### src/rtl/mm2bh_pkg.sv
`timescale 1ns / 1ps
// shared types and constants for the murmurhash2 bucket hash unit
// no dependencies

package mm2bh_pkg;

    // hash multiplier and shift amounts
    localparam logic [31:0] MIX_MUL     = 32'h5bd1e995;
    localparam int unsigned MIX_SHIFT   = 24;
    localparam int unsigned FIN_SHIFT_A = 13;
    localparam int unsigned FIN_SHIFT_B = 15;

    // bucket count, a power of two
    localparam int unsigned BUCKETS  = 1024;
    localparam int unsigned BUCKET_W = 10;

    localparam int unsigned SEED_W = 14;

    typedef struct packed {
        logic [31:0] key_word;
        logic [2:0]  word_bytes;
        logic        first_word;
        logic        last_word;
        logic [7:0]  key_length;
    } t_in_item;

    typedef struct packed {
        logic [31:0]         full_hash;
        logic [BUCKET_W-1:0] bucket;
    } t_out_item;

    // top level to core
    typedef struct packed {
        logic start;
        logic out_free;
    } t_core_ctl;

    // core to top level
    typedef struct packed {
        logic busy;
        logic res_valid;
    } t_core_stat;

endpackage

### src/rtl/murmur2_bucket_hash_unit.sv
`timescale 1ns / 1ps
// top level of the murmurhash2 bucket hash unit: seed register, handshakes, output register
// depends on mm2bh_pkg and mm2bh_core

// Streams a key as 32-bit little-endian words and returns the 32-bit MurmurHash2 of the key
// with the configured seed, plus the hash modulo 1024 as a bucket index, once per key on its
// last word. All multiplies go through one registered 32-bit constant multiplier, one product
// per cycle, and that sets the timing: a full word takes two key multiplies, a hash multiply
// and a fold before the next word is taken, a last word of 1 to 3 bytes a tail multiply, and
// every last word then the avalanche multiply. o_in_stall stays high while a word is in work;
// a finished result sits in the output register and the next word is taken while it waits.
// The user must write the seed only while the unit is idle; the unit does not enforce it.

module murmur2_bucket_hash_unit (
    input  logic                          i_clk,
    input  logic                          i_rst_n,
    input  logic                          i_in_valid,
    output logic                          o_in_stall,
    input  mm2bh_pkg::t_in_item           i_in,
    output logic                          o_out_valid,
    input  logic                          i_out_stall,
    output mm2bh_pkg::t_out_item          o_out,
    input  logic                          i_cfg_we,
    input  logic [mm2bh_pkg::SEED_W-1:0]  i_cfg_wdata
);

    logic [mm2bh_pkg::SEED_W-1:0] r_seed;
    logic                         r_out_valid;
    mm2bh_pkg::t_out_item         r_out;
    mm2bh_pkg::t_out_item         n_out;

    mm2bh_pkg::t_core_ctl  core_ctl;
    mm2bh_pkg::t_core_stat core_stat;
    logic [31:0]           core_hash;

    assign o_in_stall        = core_stat.busy;
    assign core_ctl.start    = i_in_valid && !core_stat.busy;
    assign core_ctl.out_free = !r_out_valid || !i_out_stall;

    mm2bh_core u_core (
        .i_clk   (i_clk),
        .i_rst_n (i_rst_n),
        .i_ctl   (core_ctl),
        .i_item  (i_in),
        .i_seed  (r_seed),
        .o_stat  (core_stat),
        .o_hash  (core_hash)
    );

    assign n_out.full_hash = core_hash;
    assign n_out.bucket    = mm2bh_pkg::BUCKET_W'(core_hash % mm2bh_pkg::BUCKETS);

    always_ff @(posedge i_clk) begin
        if (!i_rst_n) begin
            r_seed      <= '0;
            r_out_valid <= 1'b0;
        end else begin
            if (i_cfg_we) begin
                r_seed <= i_cfg_wdata;
            end
            if (core_stat.res_valid) begin
                r_out_valid <= 1'b1;
            end else if (!i_out_stall) begin
                r_out_valid <= 1'b0;
            end
        end
    end

    always_ff @(posedge i_clk) begin
        if (core_stat.res_valid) begin
            r_out <= n_out;
        end
    end

    assign o_out_valid = r_out_valid;
    assign o_out       = r_out;

endmodule

### src/rtl/mm2bh_mul.sv
`timescale 1ns / 1ps
// shared constant multiplier: registered low 32 bits of operand times the hash multiplier
// depends on mm2bh_pkg

module mm2bh_mul (
    input  logic        i_clk,
    input  logic [31:0] i_a,
    output logic [31:0] o_p
);

    logic [31:0] r_p;
    logic [31:0] n_p;

    assign n_p = i_a * mm2bh_pkg::MIX_MUL;

    always_ff @(posedge i_clk) begin
        r_p <= n_p;
    end

    assign o_p = r_p;

endmodule

### src/rtl/mm2bh_core.sv
`timescale 1ns / 1ps
// hash sequencer: accumulator, word mixing, tail and avalanche steps over one multiplier
// depends on mm2bh_pkg and mm2bh_mul

module mm2bh_core (
    input  logic                          i_clk,
    input  logic                          i_rst_n,
    input  mm2bh_pkg::t_core_ctl          i_ctl,
    input  mm2bh_pkg::t_in_item           i_item,
    input  logic [mm2bh_pkg::SEED_W-1:0]  i_seed,
    output mm2bh_pkg::t_core_stat         o_stat,
    output logic [31:0]                   o_hash
);

    localparam logic [3:0] S_IDLE  = 4'd0;
    localparam logic [3:0] S_MK    = 4'd1;
    localparam logic [3:0] S_MK2   = 4'd2;
    localparam logic [3:0] S_MH    = 4'd3;
    localparam logic [3:0] S_FOLD  = 4'd4;
    localparam logic [3:0] S_TAIL  = 4'd5;
    localparam logic [3:0] S_TAILW = 4'd6;
    localparam logic [3:0] S_FIN   = 4'd7;
    localparam logic [3:0] S_FIN2  = 4'd8;
    localparam logic [3:0] S_OUT   = 4'd9;

    logic [3:0]  r_state;
    logic [3:0]  n_state;
    logic [31:0] r_h;
    logic [31:0] n_h;
    logic [31:0] r_k;
    logic [31:0] n_k;
    logic [1:0]  r_nb;
    logic [1:0]  n_nb;
    logic        r_last;
    logic        n_last;

    logic [31:0] mul_a;
    logic [31:0] mul_p;
    logic [31:0] tail_mask;
    logic [31:0] fin_hash;
    logic [31:0] start_h;
    logic        res_valid;

    mm2bh_mul u_mul (
        .i_clk (i_clk),
        .i_a   (mul_a),
        .o_p   (mul_p)
    );

    always_comb begin
        case (r_nb)
            2'd1:    tail_mask = 32'h0000_00ff;
            2'd2:    tail_mask = 32'h0000_ffff;
            2'd3:    tail_mask = 32'h00ff_ffff;
            default: tail_mask = 32'h0000_0000;
        endcase
    end

    assign fin_hash = mul_p ^ (mul_p >> mm2bh_pkg::FIN_SHIFT_B);

    // first word reloads the accumulator from seed and length
    assign start_h = i_item.first_word
                   ? ({{(32 - mm2bh_pkg::SEED_W){1'b0}}, i_seed}
                      ^ {24'd0, i_item.key_length})
                   : r_h;

    // multiplier operand for the step in progress
    always_comb begin
        case (r_state)
            S_MK:    mul_a = r_k;
            S_MK2:   mul_a = mul_p ^ (mul_p >> mm2bh_pkg::MIX_SHIFT);
            S_MH:    mul_a = r_h;
            S_TAIL:  mul_a = r_h ^ (r_k & tail_mask);
            S_FIN:   mul_a = r_h ^ (r_h >> mm2bh_pkg::FIN_SHIFT_A);
            default: mul_a = 32'd0;
        endcase
    end

    always_comb begin
        n_state   = r_state;
        n_h       = r_h;
        n_k       = r_k;
        n_nb      = r_nb;
        n_last    = r_last;
        res_valid = 1'b0;
        case (r_state)
            S_IDLE: begin
                if (i_ctl.start) begin
                    n_h    = start_h;
                    n_k    = i_item.key_word;
                    n_nb   = i_item.word_bytes[1:0];
                    n_last = i_item.last_word;
                    // word_bytes of four and above count as a full word
                    if (i_item.word_bytes[2]) begin
                        n_state = S_MK;
                    end else if (i_item.last_word && (i_item.word_bytes[1:0] != 2'd0)) begin
                        n_state = S_TAIL;
                    end else if (i_item.last_word) begin
                        n_state = S_FIN;
                    end else begin
                        n_state = S_IDLE;
                    end
                end
            end
            S_MK: begin
                n_state = S_MK2;
            end
            S_MK2: begin
                n_state = S_MH;
            end
            S_MH: begin
                n_k     = mul_p;
                n_state = S_FOLD;
            end
            S_FOLD: begin
                n_h     = mul_p ^ r_k;
                n_state = r_last ? S_FIN : S_IDLE;
            end
            S_TAIL: begin
                n_state = S_TAILW;
            end
            S_TAILW: begin
                n_h     = mul_p;
                n_state = S_FIN;
            end
            S_FIN: begin
                n_state = S_FIN2;
            end
            S_FIN2: begin
                n_h = fin_hash;
                if (i_ctl.out_free) begin
                    res_valid = 1'b1;
                    n_state   = S_IDLE;
                end else begin
                    n_state = S_OUT;
                end
            end
            S_OUT: begin
                if (i_ctl.out_free) begin
                    res_valid = 1'b1;
                    n_state   = S_IDLE;
                end
            end
            default: begin
                n_state = S_IDLE;
            end
        endcase
    end

    always_ff @(posedge i_clk) begin
        if (!i_rst_n) begin
            r_state <= S_IDLE;
            r_h     <= 32'd0;
            r_last  <= 1'b0;
        end else begin
            r_state <= n_state;
            r_h     <= n_h;
            r_last  <= n_last;
        end
    end

    always_ff @(posedge i_clk) begin
        r_k  <= n_k;
        r_nb <= n_nb;
    end

    assign o_hash           = (r_state == S_FIN2) ? fin_hash : r_h;
    assign o_stat.busy      = (r_state != S_IDLE);
    assign o_stat.res_valid = res_valid;

    a_res_slot_free: assert property (@(posedge i_clk) disable iff (!i_rst_n)
        res_valid |-> i_ctl.out_free)
        else $error("result loaded into an occupied output slot");

    a_res_on_last: assert property (@(posedge i_clk) disable iff (!i_rst_n)
        res_valid |-> r_last)
        else $error("result produced for a word that is not last");

    a_fin_order: assert property (@(posedge i_clk) disable iff (!i_rst_n)
        (r_state == S_FIN2) |-> ($past(r_state) == S_FIN))
        else $error("avalanche multiply step skipped");

    a_fold_order: assert property (@(posedge i_clk) disable iff (!i_rst_n)
        (r_state == S_FOLD) |-> ($past(r_state, 3) == S_MK))
        else $error("word mix sequence broken");

endmodule
### config.mk
export PLATFORM = sky130hd
export DESIGN_NAME = murmur2_bucket_hash_unit
export DESIGN_NICKNAME = d
export VERILOG_FILES = /design/src/rtl/mm2bh_pkg.sv /design/src/rtl/murmur2_bucket_hash_unit.sv /design/src/rtl/mm2bh_mul.sv /design/src/rtl/mm2bh_core.sv
export SDC_FILE = /design/constraint.sdc
export NUM_CORES = 1
export LEC_CHECK = 0
export BUFFER_PORTS_ARGS = -buffer_cell sky130_fd_sc_hd__buf_4
export CAP_MARGIN = 40
export CORE_MARGIN = 2
export CORE_UTILIZATION = 55
export DETAILED_ROUTE_END_ITERATION = 7
export GPL_ROUTABILITY_DRIVEN = 1
export PLACE_DENSITY = 0.72
export SYNTH_ARGS = -nofsm -noshare
export SYNTH_HDL_FRONTEND = slang
export SYNTH_SLANG_ARGS = --single-unit
### constraint.sdc
create_clock -name i_clk -period 8.9 [get_ports i_clk]
set_input_delay 1.335 -clock i_clk [delete_from_list [all_inputs] [get_ports i_clk]]
set_output_delay 1.335 -clock i_clk [all_outputs]
set_load 0.1 [all_outputs]
* Yosys cells after proc, flatten, opt, wreduce, memory -nomap -nowiden
Cells that the tools add are included.
Storage, ports and cells: register bits after elaboration 160, input bits 64, output and inout port bits 44, logic and storage cells 70
Cells by class: $mul 1, equality and inequality tests 16, muxes and demuxes 20, bitwise gates (word level) 7, reductions and logical operators 16
Operator list (number):
- one-hot mux 32 bit (5 select lines) | 1
- two-way mux 32 bit | 4
- one-hot mux 32 bit (4 select lines) | 1
- one-hot mux 24 bit (3 select lines) | 1
- one-hot mux 32 bit (2 select lines) | 1
- XOR 32 bit | 2
- one-hot mux 4 bit (10 select lines) | 1
- AND 32 x 24 -> 32 bit | 1
- multiplier 32 x 31 -> 32 bit (second input constant) | 1
- XOR 32 x 17 -> 32 bit | 1
- XOR 32 x 19 -> 32 bit | 1
- XOR 32 x 8 -> 32 bit | 1
- two-way mux 4 bit | 5
- == test 4 x 3 -> 1 bit (second input constant) | 4
- XOR 14 x 8 -> 14 bit | 1
- == test 4 x 2 -> 1 bit (second input constant) | 2
- == test 4 bit (second input constant) | 2
- nonzero test 4 bit | 2
- two-way mux 3 bit | 2
- inequality test 2 bit (second input constant) | 3
- AND reduction 2 bit | 3
- == test 2 bit (second input constant) | 2
- == test 4 x 1 -> 1 bit (second input constant) | 1
- zero test 4 bit | 1
- other kinds (9) | 16

* Depth between registers and ports, before layout
Gate-level depths: netlist of the first run.
depth after elaboration 6, gate-level depth with buffers 34, mapped depth without buffers 30

* Modules after synthesis
Synthesis of the first run repeated with hierarchy kept, for this count alone.
Unflattened totals: cells, all modules 1782, area total of the unflattened synthesis 17101.4 um^2
By module, submodules not included:
- mm2bh_mul | times used 1, cells an instance 981, area an instance 9620.5 um^2
- mm2bh_core | times used 1, cells an instance 709, area an instance 5860.6 um^2
- murmur2_bucket_hash_unit | times used 1, cells an instance 92, area an instance 1620.3 um^2

* Worst setup path before layout of the first run
No wires, ideal clock.
path type flip-flop to flip-flop, from reg u_core.r_nb[1], to reg u_core.u_mul.r_p[28] (netlist: u_core.u_mul.o_p[28]), setup time 0.130 ns, data arrival time 7.545 ns, data required time 8.770 ns, slack 1.225 ns, stages on the path, launching flop included 33, path buffers 3, clock period less this slack 7.675 ns, cell sequence edfxtp_1 or2_2 buf_1 and2_1 buf_2 a221oi_1 a21oi_1 a221oi_1 inv_1 ha_1 ha_1 fa_1 inv_1 fa_1 inv_1 fa_1 inv_1 fa_1 inv_1 fa_1 inv_1 fa_1 inv_1 ha_1 clkbuf_1 a21o_1 a21o_1 a21oi_1 o21ai_0 a2111oi_2 o31ai_1 a211oi_1 nor3_1
Between the ends: longest elaborated chain between the ends 6
Ends and longest elaborated chain:
- start: declaration | RTL line mm2bh_core.sv:32 | logic [1:0] r_nb;
- start signal: assignment | RTL line mm2bh_core.sv:164 | r_nb <= n_nb;
- == test 2 bit or == test 2 x 1 -> 1 bit (tied branches) | RTL line mm2bh_core.sv:51 | case (r_nb)
- one-hot mux 24 bit (3 select lines) (*) | RTL line mm2bh_core.sv:51
- AND 32 x 24 -> 32 bit (*) | RTL line mm2bh_core.sv:73 | S_TAIL: mul_a = r_h ^ (r_k & tail_mask);
- XOR 32 bit (*) | RTL line mm2bh_core.sv:73
- one-hot mux 32 bit (5 select lines) (*) | RTL line mm2bh_core.sv:69 | case (r_state)
- multiplier 32 x 31 -> 32 bit (*) | RTL line mm2bh_mul.sv:14 | assign n_p = i_a * mm2bh_pkg::MIX_MUL;
- via u_core.u_mul.n_p[28] | RTL line mm2bh_mul.sv:12 | logic [31:0] n_p;
- end signal: assignment | RTL line mm2bh_mul.sv:17 | r_p <= n_p;
- end: declaration | RTL line mm2bh_mul.sv:11 | logic [31:0] r_p;
Mark *: on every way through the listed nets, which the timed path passes. The rest lies on a longest branch. A chain may end at the register's enable or synchronous reset.

* Worst setup path in the final report of the first run
from reg u_core.r_state[2], to reg u_core.u_mul.r_p[28] (netlist: u_core.u_mul.o_p[28])
Between the ends: longest elaborated chain between the ends 3
Ends and longest elaborated chain:
- start: declaration | RTL line mm2bh_core.sv:26 | logic [3:0] r_state;
- start signal: assignment | RTL line mm2bh_core.sv:156 | r_state <= n_state;
- == test 4 x 3 -> 1 bit, or another cell as far along | RTL line mm2bh_core.sv:69
- one-hot mux 32 bit (5 select lines) (*) | RTL line mm2bh_core.sv:69
- multiplier 32 x 31 -> 32 bit (*) | RTL line mm2bh_mul.sv:14
- via u_core.u_mul.n_p[28] | RTL line mm2bh_mul.sv:12
Marked as above.

==> flow_summary_export.csv, run 1 <==
group,metric,value,unit
global_route,antenna_found_initial,0,
worst_setup_path,timing.rr.start,"u_core.r_state[2]",
worst_setup_path,slowest_stage,"dfxtp_1",
logic_synthesis,synth_area_leaders,"fa_1, ha_1, edfxtp_1, dfxtp_1, inv_1",
clock_network,cts-htree-levels,4,
logic_synthesis,ys_seq_area_share,22.0,%
logic_synthesis,ys_seq_elements,150,
layout,layout-drive-gt1-share,13.3,%
timing,setup-violations-final,0,
layout,final_nets,2284,
timing,final-hold-violation-count,0,
detailed_routing,dr.pass1.iters,5,
worst_setup_path,arrival,8.72,ns
timing,worst_clock_skew,0.00728,ns
logic_synthesis,synth-edff-count,66,
logic_synthesis,synth_area_leader_cell,"fa_1",
layout,area_growth,11.3,%
clock_network,cts_tree,"yes",
layout,final_cell_mix,"inv_1, ha_1, fa_1, buf_4, nand2_1",
global_route,gr-total-overflow,0,
worst_setup_path,crit_required,9.20,ns
flow_run,maxCapViolations,0,
clock_network,clock_latency,0.43,ns
timing,finalCritPeriodShare,94.5,%
hold_path,worstHoldStart,"r_seed[13]",
logic_synthesis,yosys.area.top_type_share,21.4,%
timing,period_needed,8.41,ns
clock_network,cts_num_sinks,150,
floorplan,io_pins,108,
worst_setup_path,critPathLaunch,"u_core.r_state[2]",
logic_synthesis,syn_area,16700,sq um
worst_setup_path,cp.buffers_inverters,8,
clock_network,postCtsSetupRepairBufs,0,
run_status,outcome,"completed",
clock_network,holdBufCountCts,0,
worst_setup_path,worst_path_largest_cell_delay,0.77,ns
floorplan,initial_core_util,56.1,%
detailed_routing,first_iter_violations,1265,
timing,rsz0062_at_grt,"no",
place,dpl.hpwl,39.2,mm
clock_network,numCtsBuffers,17,
floorplan,dieHeight,178,um
floorplan,die_area,31700,sq um
timing,fmax,119,MHz
floorplan,num_rows,63,
worst_setup_path,cp_top_family,"adder cells",
timing,max_slew_margin,39.2,%
clock_network,clk_path_buf_depth,2,
timing,slew_viol_final,0,
logic_synthesis,syn_inst,1736,
logic_synthesis,syn-num-nets,2193,
timing,fin_setup_tns,0,ns
floorplan,core_area,29700,sq um
detailed_routing,routed_wl,49.2,mm
clock_network,cts.clk_slew.worst_paths,0.06,ns
worst_setup_path,start_kind,"register",
global_route,grt_max_degree,68,
logic_synthesis,yosysUniqueCellTypes,71,
worst_setup_path,crit_path_max_fanout,17,
logic_synthesis,ys.flop_type,"dfxtp_1",
place,gp_congestion,0.964,
timing,worstMarginPinSlew,0.910,ns
global_route,grt_use_total,32.0,%
detailed_routing,final_antenna_net_count,0,
worst_setup_path,critPathKind,"reg2reg",
logic_synthesis,yosysWarningCount,0,
detailed_routing,wire_per_inst,22.1,um
detailed_routing,viasPerCell,5.85,
layout,diodes,0,
detailed_routing,drcViolationCount,0,
layout,final_common_cell,"inv_1",
logic_synthesis,syn_area_per_cell,9.60,sq um
global_route,grt_pass1_vias,13100,
clock_network,clockRootBuffer,"clkbuf_16",
detailed_routing,vias,13000,
hold_path,min_path_type,"reg2reg",
logic_synthesis,postSynth.asyncResetShare,0,%
global_route,grt_pass1_wl,75.3,mm
clock_network,ctsResizeCount,0,
worst_setup_path,endpoint_kind,"register",
floorplan,fp.dieW,178,um
place,port_buffers,107,
final timing paths:
kind	to	slack (ns)	cells past startpoint
max	u_core.u_mul.o_p[28]	0.49	28
min reg2reg	r_seed[13]	0.53	2
min	r_seed[13]	0.53	2
max reg2reg	u_core.u_mul.o_p[28]	0.49	28
Yosys cell counts, types with 15 or more instances:
cell	number
o21ai_0	59
buf_1	15
inv_1	354
nand2_1	129
a221oi_1	30
nor2b_1	36
clkbuf_1	48
mux2_2	32
xnor2_1	79
a22oi_1	25
a21oi_1	76
xor2_1	17
fa_1	178
nor2_1	52
dfxtp_1	84
ha_1	215
edfxtp_1	66
nor3_1	22
mux2i_1	16
worst reg2reg max path, delay by kind of cell (launching register included):
| kind | cells | cell delay, ns |
|---|---|---|
| buf+inv | 8 | 0.88 |
| fa+ha+maj | 9 | 3.63 |
| simple gates | 3 | 0.83 |
| compound gates | 8 | 2.19 |
| flops | 1 | 0.77 |
area by class of cell:
cell class | instances | area [sq um]
clock buffer | 21 | 460
clock inverter | 11 | 103
fill | 2461 | 11200
inverter | 355 | 1330
multi-input combinational | 1144 | 11300
sequential | 150 | 3660
tap | 390 | 488
timing repair buffer | 159 | 1230
logic make-up (layout without fill, tap and decap cells):
logic type / count (synthesis) / in the layout / share of synthesized area, %
simple gates: 296 / 296 / 8.70
xor+xnor: 97 / 97 / 5.18
mux: 48 / 48 / 3.12
compound gates: 310 / 310 / 13.0
fa+ha+maj: 393 / 393 / 37.5
buf+inv: 442 / 546 / 10.5
flops: 150 / 150 / 22.0
through the flow:
| stage | hold slack (ns) | setup WS (ns) | instance area [sq um] | cells | utilization [%] |
|---|---|---|---|---|---|
| 2_1_floorplan | 0.482 | 1.22 | 16700 | 1736 | - |
| 3_3_place_gp | 0.502 | 0.850 | 17900 | 2192 | 60.2 |
| 3_5_place_dp | 0.514 | 0.701 | 18000 | 2198 | 60.5 |
| 4_1_cts | 0.524 | 0.662 | 18500 | 2230 | 62.4 |
| 5_1_grt | 0.549 | 0.145 | 18500 | 2230 | 62.4 |
| 6_report | 0.526 | 0.487 | 18500 | 2230 | 62.4 |
metal layers:
layer  vias up  routed length (um)  track usage (%)  part of all wire [%]
li1       5926                   -                -                     -
met4         0                2220             14.0                   4.5
met2       676               23100             52.5                    47
met3       121                3940             5.22                   8.0
met1      6315               19900             41.8                    40
met5         -                   0                0                     0
registers in the layout, indices dropped and copies added (netlist names):
| signal | flops |
|---|---|
| o_out | 32 |
| u_core.r_h | 32 |
| u_core.r_k | 32 |
| u_core.u_mul.o_p | 32 |
| r_seed | 14 |
| u_core.r_state | 4 |
| u_core.r_nb | 2 |
| o_out_valid | 1 |
| u_core.r_last | 1 |
Power of run 1 is not shown: default switching activity piles up to over one toggle a cycle in this logic, so the estimate is an artifact.
==> run 2: changes to the inputs <==
--- a/config.mk
+++ b/config.mk
@@ -5,7 +5,7 @@
 export SDC_FILE = /design/constraint.sdc
 export NUM_CORES = 1
 export LEC_CHECK = 0
-export BUFFER_PORTS_ARGS = -buffer_cell sky130_fd_sc_hd__buf_4
+export BUFFER_PORTS_ARGS = -buffer_cell sky130_fd_sc_hd__buf_2
 export CAP_MARGIN = 40
 export CORE_MARGIN = 2
 export CORE_UTILIZATION = 55
==> run 2 against run 1 <==
Effect of this change: sequential share of layout area rose by 0.23 points; cell count fell by 0.13%; non-clock buffer count fell by 3; cell area fell by 1.1%; die area did not move; highest routed layer unchanged.
==> flow_summary_export.csv, run 2 (synthesized netlist as in run 1, its figures left out) <==
group,metric,value,unit
run_status,outcome,"completed",
worst_setup_path,cpMostUsedCell,"inv_1",
detailed_routing,viasPerCell,5.82,
timing,worstMarginPinSlew,0.853,ns
place,gp_congestion,0.974,
layout,final_common_cell,"inv_1",
layout,final_cell_mix,"inv_1, ha_1, fa_1, nand2_1, buf_2",
timing,fmax,118,MHz
detailed_routing,wire_per_inst,21.7,um
clock_network,cts_tree,"yes",
floorplan,initial_core_util,56.1,%
floorplan,die_area,31700,sq um
clock_network,cts.clk_slew.worst_paths,0.07,ns
worst_setup_path,critPathKind,"reg2reg",
timing,setup-violations-final,0,
flow_run,maxCapViolations,0,
timing,period_needed,8.47,ns
layout,diodes,0,
global_route,grt_pass1_wl,74.7,mm
clock_network,clock_latency,0.44,ns
global_route,grt_use_total,31.6,%
floorplan,core_area,29700,sq um
detailed_routing,first_iter_violations,1173,
timing,worst_clock_skew,0.0102,ns
layout,area_growth,9.99,%
detailed_routing,vias,13000,
detailed_routing,dr.pass1.iters,7,
layout,layout-drive-gt1-share,13.3,%
clock_network,cts-htree-levels,4,
worst_setup_path,arrival,8.80,ns
timing,rsz0062_at_grt,"no",
place,port_buffers,107,
global_route,antenna_found_initial,0,
floorplan,io_pins,108,
floorplan,fp.dieW,178,um
worst_setup_path,start_kind,"register",
global_route,grt_pass1_vias,13000,
worst_setup_path,worst_path_largest_cell_delay,0.65,ns
place,dpl.hpwl,38.6,mm
timing,finalCritPeriodShare,95.2,%
timing,fin_setup_tns,0,ns
detailed_routing,final_antenna_net_count,0,
timing,max_slew_margin,42.8,%
worst_setup_path,r2r_slack,0.43,ns
clock_network,clockRootBuffer,"clkbuf_16",
detailed_routing,routed_wl,48.3,mm
clock_network,postCtsSetupRepairBufs,0,
clock_network,numCtsBuffers,17,
global_route,gr-total-overflow,0,
clock_network,clk_path_buf_depth,2,
detailed_routing,drcViolationCount,0,
timing,slew_viol_final,0,
clock_network,holdBufCountCts,0,
timing,final-hold-violation-count,0,
worst_setup_path,crit_required,9.23,ns
worst_setup_path,crit_path_max_fanout,17,
global_route,grt_max_degree,68,
layout,final_nets,2281,
worst_setup_path,slowest_stage,"dfxtp_1",
floorplan,dieHeight,178,um
clock_network,cts_num_sinks,150,
worst_setup_path,endpoint_kind,"register",
clock_network,ctsResizeCount,0,
hold_path,min_path_type,"reg2reg",
floorplan,num_rows,63,
-- run 2: path summary, 6_finish.rpt --
| path | cells after the start | startpoint | to |
|---|---|---|---|
| worst min-delay path | 2 | r_seed[11] | r_seed[11] |
| worst max register to register | 30 | u_core.r_state[3] | u_core.u_mul.o_p[30] |
| worst min register to register | 2 | r_seed[11] | r_seed[11] |
| worst max-delay path | 30 | u_core.r_state[3] | u_core.u_mul.o_p[30] |
-- run 2: per-stage QoR --
step | utilization (%) | hold WS (ns) | worst slack, ns | std cells | instance area, sq um
after floorplan | - | 0.482 | 1.22 | 1736 | 16700
after global placement | 59.2 | 0.507 | 0.573 | 2188 | 17600
after detailed placement | 59.6 | 0.512 | 0.292 | 2195 | 17700
after CTS | 61.6 | 0.531 | 0.282 | 2227 | 18300
after global routing | 61.7 | 0.550 | 0.0469 | 2227 | 18300
final | 61.7 | 0.522 | 0.427 | 2227 | 18300
-- run 2: layer usage --
metal / track usage (%) / up-vias / part of all wire [%]
met5: 0 / - / 0
met4: 12.2 / 0 / 3.7
met3: 3.50 / 100 / 6.5
met2: 52.9 / 562 / 48
met1: 42.1 / 6371 / 42
li1: - / 5925 / -
-- run 2: critical path, delay by kind of cell, from the launching register on --
family	cells	cell delay [ns]
adders and majority gates	9	3.78
AOI/OAI and AO/OA	9	2.37
and+or+nand+nor	4	0.89
buffers and inverters	8	0.66
DFF	1	0.65
-- run 2: layout make-up --
| type | count | area [sq um] |
|---|---|---|
| well taps | 390 | 488 |
| inverters | 355 | 1330 |
| clock inverters | 14 | 153 |
| multi-input cells | 1144 | 11300 |
| clock buffers | 18 | 450 |
| flip-flops and latches | 150 | 3660 |
| fillers | 2476 | 11400 |
| repair buffers | 156 | 970 |
Power of run 2 is left out for the same reason.
==> run 3: changes to the inputs <==
--- a/config.mk
+++ b/config.mk
@@ -11,6 +11,7 @@
 export CORE_UTILIZATION = 55
 export DETAILED_ROUTE_END_ITERATION = 7
 export GPL_ROUTABILITY_DRIVEN = 1
+export GPL_TIMING_DRIVEN = 0
 export PLACE_DENSITY = 0.72
 export SYNTH_ARGS = -nofsm -noshare
 export SYNTH_HDL_FRONTEND = slang
==> run 3 against run 2 <==
Effect of this change: die area is the same; sequential share of layout area fell by 0.19 points; maximum frequency is 0.95% lower; wire length up 2.4%; first-iteration DRC count increased by 9.2%; clock skew grew 0.0012 ns; flip-flop and latch count unchanged; cell count increased by 2.2%; register-to-register slack got worse by 0.08 ns; hold slack better by 0.0095 ns; core utilization increased by 0.59 points; worst setup slack got worse by 0.082 ns; critical path type unchanged; highest routed layer unchanged.
==> flow_summary_export.csv, run 3 (synthesized netlist as in run 1, its figures left out) <==
group,metric,value,unit
timing,final-hold-violation-count,0,
global_route,grt_pass1_wl,75.3,mm
global_route,grt_max_degree,29,
place,port_buffers,106,
worst_setup_path,worst_path_largest_cell_delay,0.55,ns
detailed_routing,routed_wl,49.5,mm
timing,setup-violations-final,0,
floorplan,core_area,29700,sq um
layout,final_nets,2330,
layout,layout-drive-gt1-share,13.1,%
global_route,gr-total-overflow,0,
worst_setup_path,slowest_stage,"fa_1",
detailed_routing,wire_per_inst,21.7,um
floorplan,io_pins,108,
clock_network,cts.clk_slew.worst_paths,0.06,ns
floorplan,num_rows,63,
worst_setup_path,critPathKind,"reg2reg",
detailed_routing,dr.pass1.iters,8,
floorplan,die_area,31700,sq um
floorplan,initial_core_util,56.1,%
detailed_routing,first_iter_violations,1281,
worst_setup_path,crit_path_max_fanout,10,
timing,fmax,117,MHz
clock_network,numCtsBuffers,17,
worst_setup_path,start_kind,"register",
floorplan,fp.dieW,178,um
place,dpl_worst_slack,-0.291,ns
timing,max_slew_margin,36.7,%
worst_setup_path,endpoint_kind,"register",
layout,diodes,0,
place,place_inst,2241,
detailed_routing,final_antenna_net_count,0,
timing,slew_viol_final,0,
clock_network,cts_num_sinks,150,
floorplan,dieHeight,178,um
flow_run,maxCapViolations,0,
worst_setup_path,arrival,8.88,ns
place,dpl.hpwl,39.8,mm
timing,worst_clock_skew,0.0114,ns
layout,area_growth,11.0,%
place,gp_congestion,0.971,
worst_setup_path,crit_required,9.23,ns
clock_network,cts-htree-levels,4,
global_route,antenna_found_initial,0,
detailed_routing,drcViolationCount,0,
layout,final-instance-count-excl-fill,2276,
detailed_routing,vias,13100,
layout,final_cell_mix,"inv_1, ha_1, fa_1, nand2_1, buf_2",
clock_network,clk_path_buf_depth,2,
clock_network,cts_tree,"yes",
hold_path,min_path_type,"reg2reg",
run_status,outcome,"completed",
timing,period_needed,8.55,ns
detailed_routing,viasPerCell,5.77,
timing,setup_ws,0.345,ns
global_route,grt_use_total,32.3,%
timing,finalCritPeriodShare,96.1,%
clock_network,clockRootBuffer,"clkbuf_16",
timing,rsz0062_at_grt,"no",
global_route,grt_pass1_vias,13300,
timing,hold_slack,0.532,ns
layout,final_common_cell,"inv_1",
timing,worstMarginPinSlew,0.944,ns
clock_network,clock_latency,0.45,ns
==> run 3: cell count changes in the layout (fill, tap and decap cells not counted), moves of 6 or more <==
cell      delta
a221o_1      -6
inv_6        -7
buf_2        +6
buf_1       +14
buf_6        +6
buf_4       -22
a221o_2      +6
clkbuf_1    +47
==> run 3: metrics by stage <==
stage                     setup TNS, ns  util [%]  instance area (sq um)
after detailed placement         -0.803      60.0                  17800
after CTS                             0      62.0                  18400
after global placement            -1.36      59.5                  17700
after floorplan                       0         -                  16700
after global routing                  0      62.3                  18500
final                                 0      62.3                  18500
==> run 3: timing repair <==
action                                  CTS  global route
setup buffers                             0             4
endpoints found under the setup margin    4             6
gates resized for setup                  10            13
pin swaps                                 0             1
hold buffers                              0             0
==> run 3: final cells by class <==
cell class	instances	area, sq um
Inverter	355	1330
Sequential cell	150	3660
Clock inverter	8	77.6
Buffer	86	422
Timing Repair Buffer	119	683
Tap cell	390	488
Clock buffer	24	526
Multi-Input combinational cell	1144	11300
Fill cell	2558	11200
==> run 3: path summary, 6_finish.rpt <==
kind | start | end | slack [ns] | depth (start not counted)
max reg2reg | u_core.r_state[3] | u_core.u_mul.o_p[28] | 0.35 | 33
max | u_core.r_state[3] | u_core.u_mul.o_p[28] | 0.35 | 33
min reg2reg | r_seed[13] | r_seed[13] | 0.53 | 2
min | r_seed[13] | r_seed[13] | 0.53 | 2
==> run 3: metal layers <==
metal / vias to the layer above / wire length [um] / GRT usage (%)
met4: 0 / 3120 / 19.0
met2: 536 / 23100 / 52.8
met3: 155 / 3010 / 3.88
met5: - / 0 / 0
met1: 6411 / 20300 / 41.5
li1: 6030 / - / -
==> run 3: worst max-delay path: cells and delay by family (launching register included) <==
| family | cells | cell delay (ns) |
|---|---|---|
| AO/OA/AOI/OAI | 10 | 2.51 |
| adder cells (fa/ha/maj) | 9 | 3.70 |
| buffers and inverters | 11 | 1.33 |
| flip-flops | 1 | 0.41 |
| AND/OR/NAND/NOR | 3 | 0.44 |
Power of run 3 is left out for the same reason.
